$ cat src/rtl/ubx_pkg.sv
// Shared types, codes and tables for the UBX frame parser.
// Used by ubx_parse, ubx_emit and ubx_frame_parser; depends on nothing.
package ubx_pkg;

  localparam logic [7:0]  SYNC_1       = 8'hB5;
  localparam logic [7:0]  SYNC_2       = 8'h62;
  localparam logic [7:0]  CLASS_NAV    = 8'h01;
  localparam logic [7:0]  ID_NAV_PVT   = 8'h07;
  localparam logic [7:0]  CLASS_ACK    = 8'h05;
  localparam logic [7:0]  ID_ACK_ACK   = 8'h01;
  localparam logic [7:0]  ID_ACK_NAK   = 8'h00;
  localparam logic [15:0] ACK_LEN      = 16'd2;
  localparam logic [15:0] PVT_MIN_LEN  = 16'd92;
  localparam logic [3:0]  PVT_LAST_TAG = 4'd13;
  localparam logic [3:0]  ACK_LAST_TAG = 4'd0;

  typedef enum logic [3:0] {
    PH_SYNC1,
    PH_SYNC2,
    PH_CLASS,
    PH_ID,
    PH_LENLO,
    PH_LENHI,
    PH_PAYLOAD,
    PH_CKA,
    PH_CKB
  } phase_t;

  typedef enum logic [1:0] {
    KIND_ACK = 2'd0,
    KIND_NAK = 2'd1,
    KIND_PVT = 2'd2
  } kind_t;

  typedef struct packed {
    logic       start;
    kind_t      kind;
    logic [3:0] last_tag;
  } emit_req_t;

  // Word address (byte offset / 4) of each position word in the payload store.
  function automatic logic [4:0] pvt_word(input logic [3:0] tag);
    logic [4:0] w;
    case (tag)
      4'd0:    w = 5'd1;
      4'd1:    w = 5'd2;
      4'd2:    w = 5'd5;
      4'd3:    w = 5'd6;
      4'd4:    w = 5'd7;
      4'd5:    w = 5'd9;
      4'd6:    w = 5'd10;
      4'd7:    w = 5'd11;
      4'd8:    w = 5'd12;
      4'd9:    w = 5'd13;
      4'd10:   w = 5'd14;
      4'd11:   w = 5'd15;
      4'd12:   w = 5'd16;
      4'd13:   w = 5'd17;
      default: w = 5'd0;
    endcase
    return w;
  endfunction

endpackage

$ cat src/rtl/ubx_ram.sv
// Generic single-write, single-read RAM with a registered read port.
// Stands alone; used for the payload word store.
module ubx_ram #(
  parameter int WIDTH = 32,
  parameter int DEPTH = 18
) (
  input  logic                     clk,
  input  logic                     wr_en,
  input  logic [$clog2(DEPTH)-1:0] wr_addr,
  input  logic [WIDTH-1:0]         wr_data,
  input  logic                     rd_en,
  input  logic [$clog2(DEPTH)-1:0] rd_addr,
  output logic [WIDTH-1:0]         rd_data
);

  logic [WIDTH-1:0] mem [DEPTH];

  always_ff @(posedge clk) begin
    if (wr_en) begin
      mem[wr_addr] <= wr_data;
    end
    if (rd_en) begin
      rd_data <= mem[rd_addr];
    end
  end

endmodule

$ cat src/rtl/ubx_parse.sv
// Byte-level frame parser: sync hunt, header, Fletcher sums, payload packing.
// Depends on ubx_pkg; writes packed payload words into the store RAM.
module ubx_parse #(
  parameter int CAPTURE_BYTES = 72,
  parameter int ADDR_W        = 5
) (
  input  logic                 clk,
  input  logic                 rst_n,
  input  logic                 in_valid,
  output logic                 in_stall,
  input  logic [7:0]           in_rx_byte,
  input  logic                 emit_busy,
  output logic                 wr_en,
  output logic [ADDR_W-1:0]    wr_addr,
  output logic [31:0]          wr_data,
  output ubx_pkg::emit_req_t   req
);
  import ubx_pkg::*;

  localparam logic [15:0] CAP = 16'(CAPTURE_BYTES);

  phase_t      phase_r, phase_nxt;
  logic [15:0] len_r, len_nxt;
  logic [15:0] idx_r, idx_nxt;
  logic [7:0]  class_r, class_nxt;
  logic [7:0]  id_r, id_nxt;
  logic [7:0]  sum_a_r, sum_a_nxt;
  logic [7:0]  sum_b_r, sum_b_nxt;
  logic [7:0]  ck_a_r, ck_a_nxt;
  logic [23:0] word_r, word_nxt;
  logic        accept;
  logic [7:0]  b;
  logic [7:0]  add_a;
  logic [15:0] idx_inc;
  logic        sums_ok;
  logic        is_ack;
  logic        is_pvt;

  assign b        = in_rx_byte;
  assign in_stall = emit_busy && (phase_r == PH_PAYLOAD || phase_r == PH_CKB);
  assign accept   = in_valid && !in_stall;
  assign add_a    = sum_a_r + b;
  assign idx_inc  = idx_r + 16'd1;
  assign sums_ok  = (ck_a_r == sum_a_r) && (b == sum_b_r);
  assign is_ack   = (class_r == CLASS_ACK) && (id_r == ID_ACK_ACK || id_r == ID_ACK_NAK)
                    && (len_r == ACK_LEN);
  assign is_pvt   = (class_r == CLASS_NAV) && (id_r == ID_NAV_PVT) && (len_r >= PVT_MIN_LEN);

  always_comb begin
    phase_nxt = phase_r;
    if (accept) begin
      case (phase_r)
        PH_SYNC1:   if (b == SYNC_1) phase_nxt = PH_SYNC2;
        PH_SYNC2: begin
          if (b == SYNC_2) begin
            phase_nxt = PH_CLASS;
          end else if (b != SYNC_1) begin
            phase_nxt = PH_SYNC1;
          end
        end
        PH_CLASS:   phase_nxt = PH_ID;
        PH_ID:      phase_nxt = PH_LENLO;
        PH_LENLO:   phase_nxt = PH_LENHI;
        PH_LENHI:   phase_nxt = ({b, len_r[7:0]} == 16'd0) ? PH_CKA : PH_PAYLOAD;
        PH_PAYLOAD: if (idx_inc >= len_r) phase_nxt = PH_CKA;
        PH_CKA:     phase_nxt = PH_CKB;
        PH_CKB:     phase_nxt = PH_SYNC1;
        default:    phase_nxt = PH_SYNC1;
      endcase
    end
  end

  always_comb begin
    len_nxt   = len_r;
    idx_nxt   = idx_r;
    class_nxt = class_r;
    id_nxt    = id_r;
    sum_a_nxt = sum_a_r;
    sum_b_nxt = sum_b_r;
    ck_a_nxt  = ck_a_r;
    word_nxt  = word_r;
    wr_en     = 1'b0;
    wr_addr   = idx_r[ADDR_W+1:2];
    wr_data   = '0;
    req       = '0;
    case (idx_r[1:0])
      2'd0:    wr_data = {24'd0, b};
      2'd1:    wr_data = {16'd0, b, word_r[7:0]};
      2'd2:    wr_data = {8'd0, b, word_r[15:0]};
      default: wr_data = {b, word_r};
    endcase
    if (accept) begin
      case (phase_r)
        PH_SYNC2: begin
          if (b == SYNC_2) begin
            sum_a_nxt = '0;
            sum_b_nxt = '0;
          end
        end
        PH_CLASS, PH_ID, PH_LENLO, PH_LENHI: begin
          sum_a_nxt = add_a;
          sum_b_nxt = sum_b_r + add_a;
          if (phase_r == PH_CLASS) class_nxt = b;
          if (phase_r == PH_ID) id_nxt = b;
          if (phase_r == PH_LENLO) len_nxt = {8'd0, b};
          if (phase_r == PH_LENHI) begin
            len_nxt = {b, len_r[7:0]};
            idx_nxt = '0;
          end
        end
        PH_PAYLOAD: begin
          sum_a_nxt = add_a;
          sum_b_nxt = sum_b_r + add_a;
          idx_nxt   = idx_inc;
          case (idx_r[1:0])
            2'd0:    word_nxt[7:0]   = b;
            2'd1:    word_nxt[15:8]  = b;
            2'd2:    word_nxt[23:16] = b;
            default: word_nxt        = word_r;
          endcase
          wr_en = (idx_r < CAP) &&
                  (idx_r[1:0] == 2'd3 || idx_inc >= len_r || idx_inc == CAP);
        end
        PH_CKA: ck_a_nxt = b;
        PH_CKB: begin
          if (sums_ok && is_ack) begin
            req.start    = 1'b1;
            req.kind     = (id_r == ID_ACK_NAK) ? KIND_NAK : KIND_ACK;
            req.last_tag = ACK_LAST_TAG;
          end else if (sums_ok && is_pvt) begin
            req.start    = 1'b1;
            req.kind     = KIND_PVT;
            req.last_tag = PVT_LAST_TAG;
          end
        end
        default: begin
        end
      endcase
    end
  end

  always_ff @(posedge clk) begin
    if (!rst_n) begin
      phase_r <= PH_SYNC1;
      len_r   <= '0;
      idx_r   <= '0;
      class_r <= '0;
      id_r    <= '0;
      sum_a_r <= '0;
      sum_b_r <= '0;
      ck_a_r  <= '0;
    end else begin
      phase_r <= phase_nxt;
      len_r   <= len_nxt;
      idx_r   <= idx_nxt;
      class_r <= class_nxt;
      id_r    <= id_nxt;
      sum_a_r <= sum_a_nxt;
      sum_b_r <= sum_b_nxt;
      ck_a_r  <= ck_a_nxt;
    end
  end

  always_ff @(posedge clk) begin
    word_r <= word_nxt;
  end

  a_no_write_while_busy: assert property (@(posedge clk) disable iff (!rst_n)
    wr_en |-> !emit_busy)
    else $error("payload store written while a frame is being emitted");

  a_write_in_range: assert property (@(posedge clk) disable iff (!rst_n)
    wr_en |-> (idx_r < CAP) && (phase_r == PH_PAYLOAD))
    else $error("payload store write outside the capture window");

endmodule

$ cat src/rtl/ubx_emit.sv
// Result emitter: reads payload words from the store and sends result items.
// Depends on ubx_pkg; the RAM output register acts as a skid stage.
module ubx_emit #(
  parameter int ADDR_W = 5
) (
  input  logic               clk,
  input  logic               rst_n,
  input  ubx_pkg::emit_req_t req,
  output logic               busy,
  output logic               rd_en,
  output logic [ADDR_W-1:0]  rd_addr,
  input  logic [31:0]        rd_data,
  output logic               out_valid,
  input  logic               out_stall,
  output logic [1:0]         out_kind,
  output logic [3:0]         out_tag,
  output logic [31:0]        out_value,
  output logic               out_last
);
  import ubx_pkg::*;

  logic        busy_r, busy_nxt;
  kind_t       kind_r, kind_nxt;
  logic [3:0]  last_tag_r, last_tag_nxt;
  logic [3:0]  iss_r, iss_nxt;
  logic        iss_done_r, iss_done_nxt;
  logic        dv_r, dv_nxt;
  logic [3:0]  dtag_r, dtag_nxt;
  logic        ov_r, ov_nxt;
  logic [3:0]  otag_r, otag_nxt;
  logic [31:0] oval_r, oval_nxt;
  logic        olast_r, olast_nxt;
  logic        load;
  logic        out_xfer;

  assign out_xfer = ov_r && !out_stall;
  assign load     = dv_r && (!ov_r || !out_stall);
  assign rd_en    = busy_r && !iss_done_r && (!dv_r || load);
  assign rd_addr  = (kind_r == KIND_PVT) ? ADDR_W'(pvt_word(iss_r)) : '0;
  assign busy     = busy_r;

  assign out_valid = ov_r;
  assign out_kind  = kind_r;
  assign out_tag   = otag_r;
  assign out_value = oval_r;
  assign out_last  = olast_r;

  always_comb begin
    busy_nxt     = busy_r;
    kind_nxt     = kind_r;
    last_tag_nxt = last_tag_r;
    iss_nxt      = iss_r;
    iss_done_nxt = iss_done_r;
    dv_nxt       = dv_r;
    dtag_nxt     = dtag_r;
    ov_nxt       = ov_r;
    otag_nxt     = otag_r;
    oval_nxt     = oval_r;
    olast_nxt    = olast_r;
    if (out_xfer) begin
      ov_nxt = 1'b0;
      if (olast_r) busy_nxt = 1'b0;
    end
    if (load) begin
      ov_nxt    = 1'b1;
      dv_nxt    = 1'b0;
      otag_nxt  = dtag_r;
      olast_nxt = (dtag_r == last_tag_r);
      oval_nxt  = (kind_r == KIND_PVT) ? rd_data : {16'd0, rd_data[15:0]};
    end
    if (rd_en) begin
      dv_nxt   = 1'b1;
      dtag_nxt = iss_r;
      iss_nxt  = iss_r + 4'd1;
      if (iss_r == last_tag_r) iss_done_nxt = 1'b1;
    end
    if (req.start) begin
      busy_nxt     = 1'b1;
      kind_nxt     = req.kind;
      last_tag_nxt = req.last_tag;
      iss_nxt      = '0;
      iss_done_nxt = 1'b0;
    end
  end

  always_ff @(posedge clk) begin
    if (!rst_n) begin
      busy_r     <= 1'b0;
      kind_r     <= KIND_ACK;
      last_tag_r <= '0;
      iss_r      <= '0;
      iss_done_r <= 1'b1;
      dv_r       <= 1'b0;
      ov_r       <= 1'b0;
    end else begin
      busy_r     <= busy_nxt;
      kind_r     <= kind_nxt;
      last_tag_r <= last_tag_nxt;
      iss_r      <= iss_nxt;
      iss_done_r <= iss_done_nxt;
      dv_r       <= dv_nxt;
      ov_r       <= ov_nxt;
    end
  end

  always_ff @(posedge clk) begin
    dtag_r  <= dtag_nxt;
    otag_r  <= otag_nxt;
    oval_r  <= oval_nxt;
    olast_r <= olast_nxt;
  end

  a_start_when_idle: assert property (@(posedge clk) disable iff (!rst_n)
    req.start |-> !busy_r)
    else $error("new frame started while the previous one is still emitting");

  a_pending_implies_busy: assert property (@(posedge clk) disable iff (!rst_n)
    (dv_r || ov_r) |-> busy_r)
    else $error("result data held while the emitter is idle");

  a_idle_after_last: assert property (@(posedge clk) disable iff (!rst_n)
    (ov_r && olast_r && !out_stall) |=> !ov_r && !dv_r)
    else $error("result word follows the last word of a frame");

  a_ack_single_word: assert property (@(posedge clk) disable iff (!rst_n)
    (ov_r && kind_r != KIND_PVT) |-> olast_r && (otag_r == 4'd0))
    else $error("acknowledge result is not a single last word");

endmodule

$ cat src/rtl/ubx_frame_parser.sv
// Top level of the UBX frame parser: parser, payload word store and emitter.
// Depends on ubx_pkg, ubx_parse, ubx_ram and ubx_emit.
//
//   channel  | ports                                        | direction
//   ---------+----------------------------------------------+----------
//   input    | in_valid, in_stall, in_rx_byte               | in
//   result   | out_valid, out_stall, out_kind, out_tag,     | out
//            | out_value, out_last                          |
//
// One byte is taken per cycle while a frame is parsed and the input is not held off.
// A valid frame starts emission after its last checksum byte; results leave at one word
// per cycle from the store's read port unless stalled, one word for an acknowledge and
// fourteen for a position frame. During emission the input is held off only at payload
// and final checksum bytes of the next frame, so no unread word is overwritten early.
// Reset is synchronous and clears control state only; the store needs no clearing.
module ubx_frame_parser #(
  parameter int CAPTURE_BYTES = 72
) (
  input  logic        clk,
  input  logic        rst_n,
  input  logic        in_valid,
  output logic        in_stall,
  input  logic [7:0]  in_rx_byte,
  output logic        out_valid,
  input  logic        out_stall,
  output logic [1:0]  out_kind,
  output logic [3:0]  out_tag,
  output logic [31:0] out_value,
  output logic        out_last
);
  import ubx_pkg::*;

  localparam int WORDS  = (CAPTURE_BYTES + 3) / 4;
  localparam int ADDR_W = $clog2(WORDS);

  emit_req_t         req;
  logic              emit_busy;
  logic              wr_en;
  logic [ADDR_W-1:0] wr_addr;
  logic [31:0]       wr_data;
  logic              rd_en;
  logic [ADDR_W-1:0] rd_addr;
  logic [31:0]       rd_data;

  ubx_parse #(
    .CAPTURE_BYTES(CAPTURE_BYTES),
    .ADDR_W       (ADDR_W)
  ) u_parse (
    .clk       (clk),
    .rst_n     (rst_n),
    .in_valid  (in_valid),
    .in_stall  (in_stall),
    .in_rx_byte(in_rx_byte),
    .emit_busy (emit_busy),
    .wr_en     (wr_en),
    .wr_addr   (wr_addr),
    .wr_data   (wr_data),
    .req       (req)
  );

  ubx_ram #(
    .WIDTH(32),
    .DEPTH(WORDS)
  ) u_store (
    .clk    (clk),
    .wr_en  (wr_en),
    .wr_addr(wr_addr),
    .wr_data(wr_data),
    .rd_en  (rd_en),
    .rd_addr(rd_addr),
    .rd_data(rd_data)
  );

  ubx_emit #(
    .ADDR_W(ADDR_W)
  ) u_emit (
    .clk      (clk),
    .rst_n    (rst_n),
    .req      (req),
    .busy     (emit_busy),
    .rd_en    (rd_en),
    .rd_addr  (rd_addr),
    .rd_data  (rd_data),
    .out_valid(out_valid),
    .out_stall(out_stall),
    .out_kind (out_kind),
    .out_tag  (out_tag),
    .out_value(out_value),
    .out_last (out_last)
  );

endmodule

$ cat config.mk
export PLATFORM = sky130hd
export DESIGN_NAME = ubx_frame_parser
export DESIGN_NICKNAME = d
export VERILOG_FILES = /design/src/rtl/ubx_pkg.sv /design/src/rtl/ubx_ram.sv /design/src/rtl/ubx_parse.sv /design/src/rtl/ubx_emit.sv /design/src/rtl/ubx_frame_parser.sv
export SDC_FILE = /design/constraint.sdc
export NUM_CORES = 1
export LEC_CHECK = 0
export ABC_AREA = 1
export BUFFER_PORTS_ARGS = -buffer_cell sky130_fd_sc_hd__buf_2
export CAP_MARGIN = 10
export CORE_ASPECT_RATIO = 0.6
export CORE_UTILIZATION = 41
export CTS_CLUSTER_SIZE = 14
export DETAILED_ROUTE_END_ITERATION = 12
export SYNTH_ARGS = -nofsm -noshare
export SYNTH_HDL_FRONTEND = slang
export SYNTH_SLANG_ARGS = --single-unit
$ cat constraint.sdc
create_clock -name clk -period 12.2 [get_ports clk]
set_input_delay 1.83 -clock clk [delete_from_list [all_inputs] [get_ports clk]]
set_output_delay 1.83 -clock clk [all_outputs]
set_load 0.02 [all_outputs]
==> flow_metrics.py, run 1 <==
metrics = {
    "power": {
        "irDropWorstVdd_mv": 0.1046,
        "p_total_mw": 5.523,
        "switching_power_mw": 1.273,
        "p_per_area_nw_per_um2": 153.5,
        "pwr-share-seq_pct": 52.2,
        "power_leakage_nw": 12.07,
        "combPwrFrac_pct": 6.8,
        "swShare_pct": 23.05,
        "clkPwrFrac_pct": 41.0,
        "power.internal_mw": 4.250,
    },
    "cts": {
        "cts_buffer_depth": 3,
        "cts_tree": "built",
        "clk_pin_slew_ns": 0.07,
        "numClockSinks": 764,
        "cts-root-buf": "clkbuf_16",
        "clock_latency_ns": 0.64,
        "postCtsHoldBufs": 0,
        "h-tree-depth": 3,
        "ctsResizeCount": 0,
        "numCtsBuffers": 73,
        "cts_setup_buffers": 0,
    },
    "route": {
        "drtIter0Drc": 2533,
        "ant_nets": 0,
        "num_vias": 21400,
        "drc": 0,
        "detail_route.wirelength_mm": 84.41,
        "post_drt_wl_per_cell_um": 21.36,
        "vias_per_cell": 5.414,
        "firstDrtPassIters": 6,
    },
    "logic_synthesis": {
        "synth-async-reset-ratio_pct": 0,
        "synth_top_family_by_area": "simple AND/OR/NAND/NOR gates",
        "ys.flop_type": "edfxtp_1",
        "avgSynthCellArea_um2": 11.46,
        "synth_edf_count": 673,
        "ys_ff_latch": 764,
        "synthAdderAreaFrac_pct": 1.524,
        "synth.area.mux_share_pct": 0,
        "synth-compound-area-share_pct": 8.862,
        "synthDistinctLibCells": 44,
        "postSynthCellCount": 2809,
        "ys_seq_area_share_pct": 68.44,
        "syn-cell-area_um2": 32190,
        "synth-simple-area-share_pct": 16.47,
        "syn_nets": 2859,
        "yosys_warnings": 0,
        "synth_xor_area_share_pct": 0.5442,
    },
    "worst_setup_path": {
        "crit_top_cell": "nor2_1",
        "ff2ff_setup_slack_ns": 7.37,
        "path_cells": "inv_1, nand2_2, inv_1, nand2_8, buf_4, buf_4, nor2_1, nor2_1, o21ai_0, nand3_1, nand3_1, nand2_1, nor2_1, a31oi_1",
        "cpMaxStageDelayCell": "buf_4",
        "cp_slowest_stage_delay_ns": 0.86,
        "crit_required_ns": 12.67,
        "regToRegStartpoint": "u_emit.out_kind[0]",
        "r2r_cells": 14,
        "worstPathArrival_ns": 5.30,
        "cp-start-kind": "flip-flop",
        "cp_max_fo": 133,
        "worst_setup_path_end_kind": "flip-flop",
        "timing.rr.end": "u_store.rd_data[5]",
        "crit_type": "flip-flop to flip-flop",
    },
    "timing": {
        "slew_violations": 0,
        "worst_pin_slew_ns": 1.262,
        "setup_viol": 0,
        "post-route-min-period_ns": 4.834,
        "fin_setup_tns_ns": 0,
        "hold_viol_final": 0,
        "fin_skew_ns": 0.01962,
        "fin_crit_sh_pct": 39.62,
        "rsz0062_at_grt": "false",
        "slew_headroom_pct": 15.31,
        "max_freq_mhz": 206.9,
        "hold_ws_ns": 0.4176,
    },
    "global_route": {
        "grt_overflow": 0,
        "grt_pass1_vias": 20130,
        "met3_usage_pct": 3.559,
        "grt_use_total_pct": 21.23,
        "antenna_found_initial": 0,
        "grt.busiest_layer": "met1",
        "grtUsageMet2_pct": 31.65,
        "grt_pass1_wl_mm": 126.2,
        "grtUsageMet1_pct": 32.21,
        "grt_max_degree": 134,
    },
    "floorplan": {
        "die_w_um": 363.7,
        "num_rows": 79,
        "io_pins": 53,
        "die_h_um": 219.0,
        "initial_core_util_pct": 41.49,
        "core_area_um2": 77590,
        "die_area_um2": 79680,
    },
    "place": {
        "place.port_buffers": 52,
        "gp_congestion": 0.8494,
        "dp_hpwl_mm": 44.34,
        "place_inst": 3817,
    },
    "finish": {
        "drive_gt1_share_pct": 13.73,
        "final_common_cell": "edfxtp_1",
        "area_delta_synth_final_pct": 11.80,
        "antenna_cells": 0,
        "num-nets-final": 2891,
        "final_cell_mix": "edfxtp_1, nor2_1, nand2_1",
        "fin_cells": 3952,
        "fillerInstances": 6939,
    },
    "hold_path": {
        "worstHoldStart": "u_store.rd_data[3]",
        "min_path_cells": 0,
        "hold_class": "flip-flop to flip-flop",
        "hold_end": "u_emit.out_value[3]",
    },
    "status": {
        "status": "complete, no violations",
    },
    "job": {
        "max_cap_violations": 0,
    },
}
stage by stage:
step	area [um2]	setup slack [ns]	utilization, %
6_report	35990	7.366	46.38
5_1_grt	35990	6.978	46.38
4_1_cts	35970	7.402	46.35
3_5_place_dp	33620	7.439	43.33
3_3_place_gp	33620	7.539	43.33
2_1_floorplan	32190	8.051	-
cell families (layout without fill, tap and decap cells):
| kind of cell | after synthesis | count (layout) |
|---|---|---|
| flip-flops | 764 | 764 |
| AND/OR/NAND/NOR | 1187 | 1187 |
| adder cells (fa/ha/maj) | 38 | 38 |
| AO/OA/AOI/OAI | 482 | 482 |
| XOR/XNOR | 20 | 20 |
| buffers and inverters | 318 | 408 |
area by class of cell:
class	count	area [um2]	area share (%)
flip-flops and latches	764	22030	61.21
multi-input cells	1727	8982	24.96
clock buffers	97	1948	5.413
well taps	1053	1318	3.661
repair buffers	106	675.6	1.877
inverters	169	639.4	1.776
clock inverters	36	396.6	1.102
how the worst max path moves through the flow:
stage / startpoint / end / slack, ns
floorplan: in_valid / u_store.mem[10][0] / 8.05
global placement: u_emit.last_tag_r[2] / u_store.rd_data[9] / 7.54
detailed placement: u_emit.last_tag_r[2] / u_store.rd_data[7] / 7.44
CTS: u_emit.out_kind[0] / u_store.rd_data[5] / 7.40
global route: u_emit.out_kind[0] / u_store.rd_data[13] / 6.98
finish: u_emit.out_kind[0] / u_store.rd_data[5] / 7.37
sequential cells by signal, summed over array words and instances (netlist names), 4 cells and up, named ones only:
register / cells
u_store.mem: 576
u_emit.out_value: 32
u_store.rd_data: 32
u_parse.word_r: 24
u_parse.idx_r: 16
u_parse.len_r: 16
u_parse.ck_a_r: 8
u_parse.class_r: 8
u_parse.id_r: 8
u_parse.sum_a_r: 8
u_parse.sum_b_r: 8
u_emit.dtag_r: 4
u_emit.iss_r: 4
u_emit.out_tag: 4
u_parse.phase_r: 4
Yosys cell counts, types with 6 or more instances:
cell type | count | share of area (%)
buf_1 | 16 | 0.19
buf_4 | 15 | 0.35
inv_1 | 161 | 1.9
o211ai_1 | 129 | 3.0
dfxtp_1 | 91 | 5.7
xor2_1 | 14 | 0.38
nand4_1 | 14 | 0.27
nor2_1 | 406 | 4.7
xnor2_1 | 6 | 0.16
a21oi_1 | 96 | 1.5
clkbuf_1 | 71 | 0.83
inv_2 | 8 | 0.093
nand2_2 | 7 | 0.14
nand2_1 | 350 | 4.1
edfxtp_1 | 673 | 63
ha_1 | 36 | 1.4
a31oi_1 | 32 | 0.62
or2_2 | 131 | 2.5
nor3_1 | 13 | 0.20
buf_2 | 37 | 0.58
nand3_1 | 240 | 3.7
a211oi_1 | 8 | 0.19
o21ai_0 | 199 | 3.1
power groups by stage:
stage	registers (mW)	clock network (mW)	logic, mW
floorplan	2.93	0	0.282
global placement	2.94	0	0.354
detailed placement	2.94	0	0.363
CTS	2.88	2.31	0.365
global route	2.88	2.41	0.414
finish	2.88	2.27	0.374
critical path, delay by kind of cell, from the launching register on:
family	cells	cell delay (ns)
compound gates	2	0.31
simple gates	8	1.69
flops	1	0.37
buf+inv	4	2.06
metal layers:
metal,vias up,share of wire [%]
met5,-,0
met4,0,1.6
met2,780,43
met1,10540,47
met3,107,7.9
li1,9974,-
No activity file was read; power rests on OpenSTA's default activity.
==> inputs of run 2 (changes only) <==
==> constraint.sdc (replaced) <==
create_clock -name clk -period 4.75 [get_ports clk]
set_input_delay 0.7125 -clock clk [delete_from_list [all_inputs] [get_ports clk]]
set_output_delay 0.7125 -clock clk [all_outputs]
set_load 0.02 [all_outputs]
==> run 2 against run 1 <==
Clock power grew to 2.6 times the previous value. Sequential share of layout area shrank 0.59 points. Maximum frequency grew 18%. Die area is the same. Sequential cell count is the same. Critical path depth grew 6. Combinational power grew to 2.6 times the previous value. Setup slack lost 6.7 ns.
==> flow_metrics.py, run 2 (synthesized netlist as in run 1, its figures left out) <==
metrics = {
    "status": {
        "status": "complete, no violations",
    },
    "finish": {
        "largest_reg_flops": 576,
        "top_register": "u_store.mem",
        "design_area_um2": 36340,
        "multiInputGateArea_um2": 9016,
        "drive_gt1_share_pct": 14.53,
        "final_common_cell": "edfxtp_1",
        "final_cell_mix": "edfxtp_1, nor2_1, nand2_1",
        "ff_latch_area_um2": 22030,
        "num-nets-final": 2906,
        "area_delta_synth_final_pct": 12.90,
        "fin_util_pct": 46.84,
        "fillerInstances": 6887,
    },
    "cts": {
        "cts-root-buf": "clkbuf_16",
        "clk_pin_slew_ns": 0.07,
        "cts_setup_buffers": 0,
        "postCtsHoldBufs": 0,
        "h-tree-depth": 3,
        "numClockSinks": 764,
        "numCtsBuffers": 72,
        "cts_tree": "built",
        "ctsResizeCount": 0,
        "clock_latency_ns": 0.62,
        "cts_buffer_depth": 3,
    },
    "global_route": {
        "grt_max_degree": 115,
        "grt_overflow": 0,
        "grtUsageMet2_pct": 30.03,
        "grt_use_total_pct": 22.07,
        "met3_usage_pct": 6.466,
        "grt.busiest_layer": "met1",
        "grt_pass1_vias": 20310,
        "grt_pass1_wl_mm": 130.4,
        "grtUsageMet1_pct": 34.42,
        "antenna_found_initial": 7,
    },
    "worst_setup_path": {
        "cp-start-kind": "flip-flop",
        "path_cells": "ha_1, inv_1, nor3_4, nand2_1, nor2_1, nand2_1, nand2_1, inv_1, ha_1, nand2_1, inv_1, nand3_1, nor3_1, nand3_1, nand3_1, nor2_1, nand2_2, nand3_2, nor2_4, buf_12",
        "path_delay_family": "simple AND/OR/NAND/NOR gates",
        "crit_type": "flip-flop to flip-flop",
        "worstPathArrival_ns": 4.40,
        "path_buf_inv": 4,
        "regToRegStartpoint": "u_parse.idx_r[0]",
        "r2r_cells": 20,
        "worst_setup_path_end_kind": "flip-flop",
        "crit_top_cell": "nand2_1",
        "cp_max_fo": 17,
        "crit_start": "u_parse.idx_r[0]",
        "cpMaxStageDelayCell": "nor2_4",
        "crit_required_ns": 5.06,
        "crit_cells": 20,
        "cp_slowest_stage_delay_ns": 0.53,
    },
    "hold_path": {
        "min_path_cells": 3,
        "hold_class": "input pin to flip-flop",
        "worstHoldStart": "out_stall",
    },
    "timing": {
        "setup_viol": 0,
        "setup_ws_ns": 0.6639,
        "fin_skew_ns": 0.01766,
        "worst_pin_slew_ns": 1.264,
        "slew_headroom_pct": 15.74,
        "fin_setup_tns_ns": 0,
        "slew_violations": 0,
        "max_freq_mhz": 244.7,
        "rsz0062_at_grt": "false",
        "fin_crit_sh_pct": 86.02,
        "hold_viol_final": 0,
        "post-route-min-period_ns": 4.086,
    },
    "power": {
        "pwr-share-seq_pct": 52.2,
        "irDropWorstVdd_mv": 0.2816,
        "combPwrFrac_pct": 6.9,
        "swShare_pct": 22.97,
        "power_leakage_nw": 12.24,
        "p_total_mw": 14.20,
        "clkPwrFrac_pct": 40.9,
        "switching_power_mw": 3.262,
        "p_per_area_nw_per_um2": 390.8,
        "power.internal_mw": 10.94,
    },
    "floorplan": {
        "initial_core_util_pct": 41.49,
        "num_rows": 79,
        "die_w_um": 363.7,
        "io_pins": 53,
        "die_area_um2": 79680,
        "die_h_um": 219.0,
        "core_area_um2": 77590,
    },
    "route": {
        "drc": 0,
        "firstDrtPassIters": 5,
        "ant_nets": 0,
        "detail_route.wirelength_mm": 87.48,
        "drtIter0Drc": 2903,
        "num_vias": 21730,
        "vias_per_cell": 5.479,
        "post_drt_wl_per_cell_um": 22.06,
    },
    "place": {
        "gp_congestion": 0.8814,
        "place.port_buffers": 52,
        "dpl_worst_slack_ns": 0.7260,
        "postPlaceCellArea_um2": 34000,
        "dp_hpwl_mm": 55.80,
    },
    "job": {
        "max_cap_violations": 0,
    },
}
[run 2: layer usage]
layer	wire length (um)	vias to the layer above
li1	-	10010
met1	41890	10730
met2	35000	886
met3	9354	97
met4	1230	0
met5	0	-
[run 2: final cells by class]
class | instances | share of cell area (%)
Sequential cell | 764 | 60.62
Clock buffer | 101 | 5.691
Clock inverter | 28 | 0.7436
Inverter | 169 | 1.759
Antenna cell | 1 | 0.006885
Tap cell | 1053 | 3.625
Timing Repair Buffer | 122 | 2.747
Multi-Input combinational cell | 1727 | 24.81
[run 2: through the flow]
step           hold WS [ns]  instances
2_1_floorplan        0.4003       2809
6_report             0.3865       3965
3_3_place_gp         0.4055       3835
4_1_cts              0.3562       3964
5_1_grt              0.3929       3964
3_5_place_dp         0.4045       3835
[run 2: worst reg2reg max path, delay by kind of cell, from the launching register on]
family	cells	cell delay, ns
AND/OR/NAND/NOR	14	2.30
flip-flops	1	0.45
buffers and inverters	4	0.49
adder cells (fa/ha/maj)	2	0.53
[run 2: power groups by stage]
stage          Combinational (mW)  Sequential [mW]  Clock [mW]
2_1_floorplan               0.723             7.52           0
3_3_place_gp                0.943             7.55           0
3_5_place_dp                0.964             7.55           0
4_1_cts                     0.969             7.41        5.89
5_1_grt                      1.10             7.41        6.16
6_report                    0.982             7.41        5.81
[run 2: worst paths after layout]
| path | end | slack (ns) |
|---|---|---|
| worst min register to register | u_emit.out_value[8] | 0.41 |
| worst max register to register | u_store.mem[6][22] | 0.66 |
| worst max-delay path | u_store.mem[6][22] | 0.66 |
| worst min-delay path | u_emit.out_valid | 0.39 |
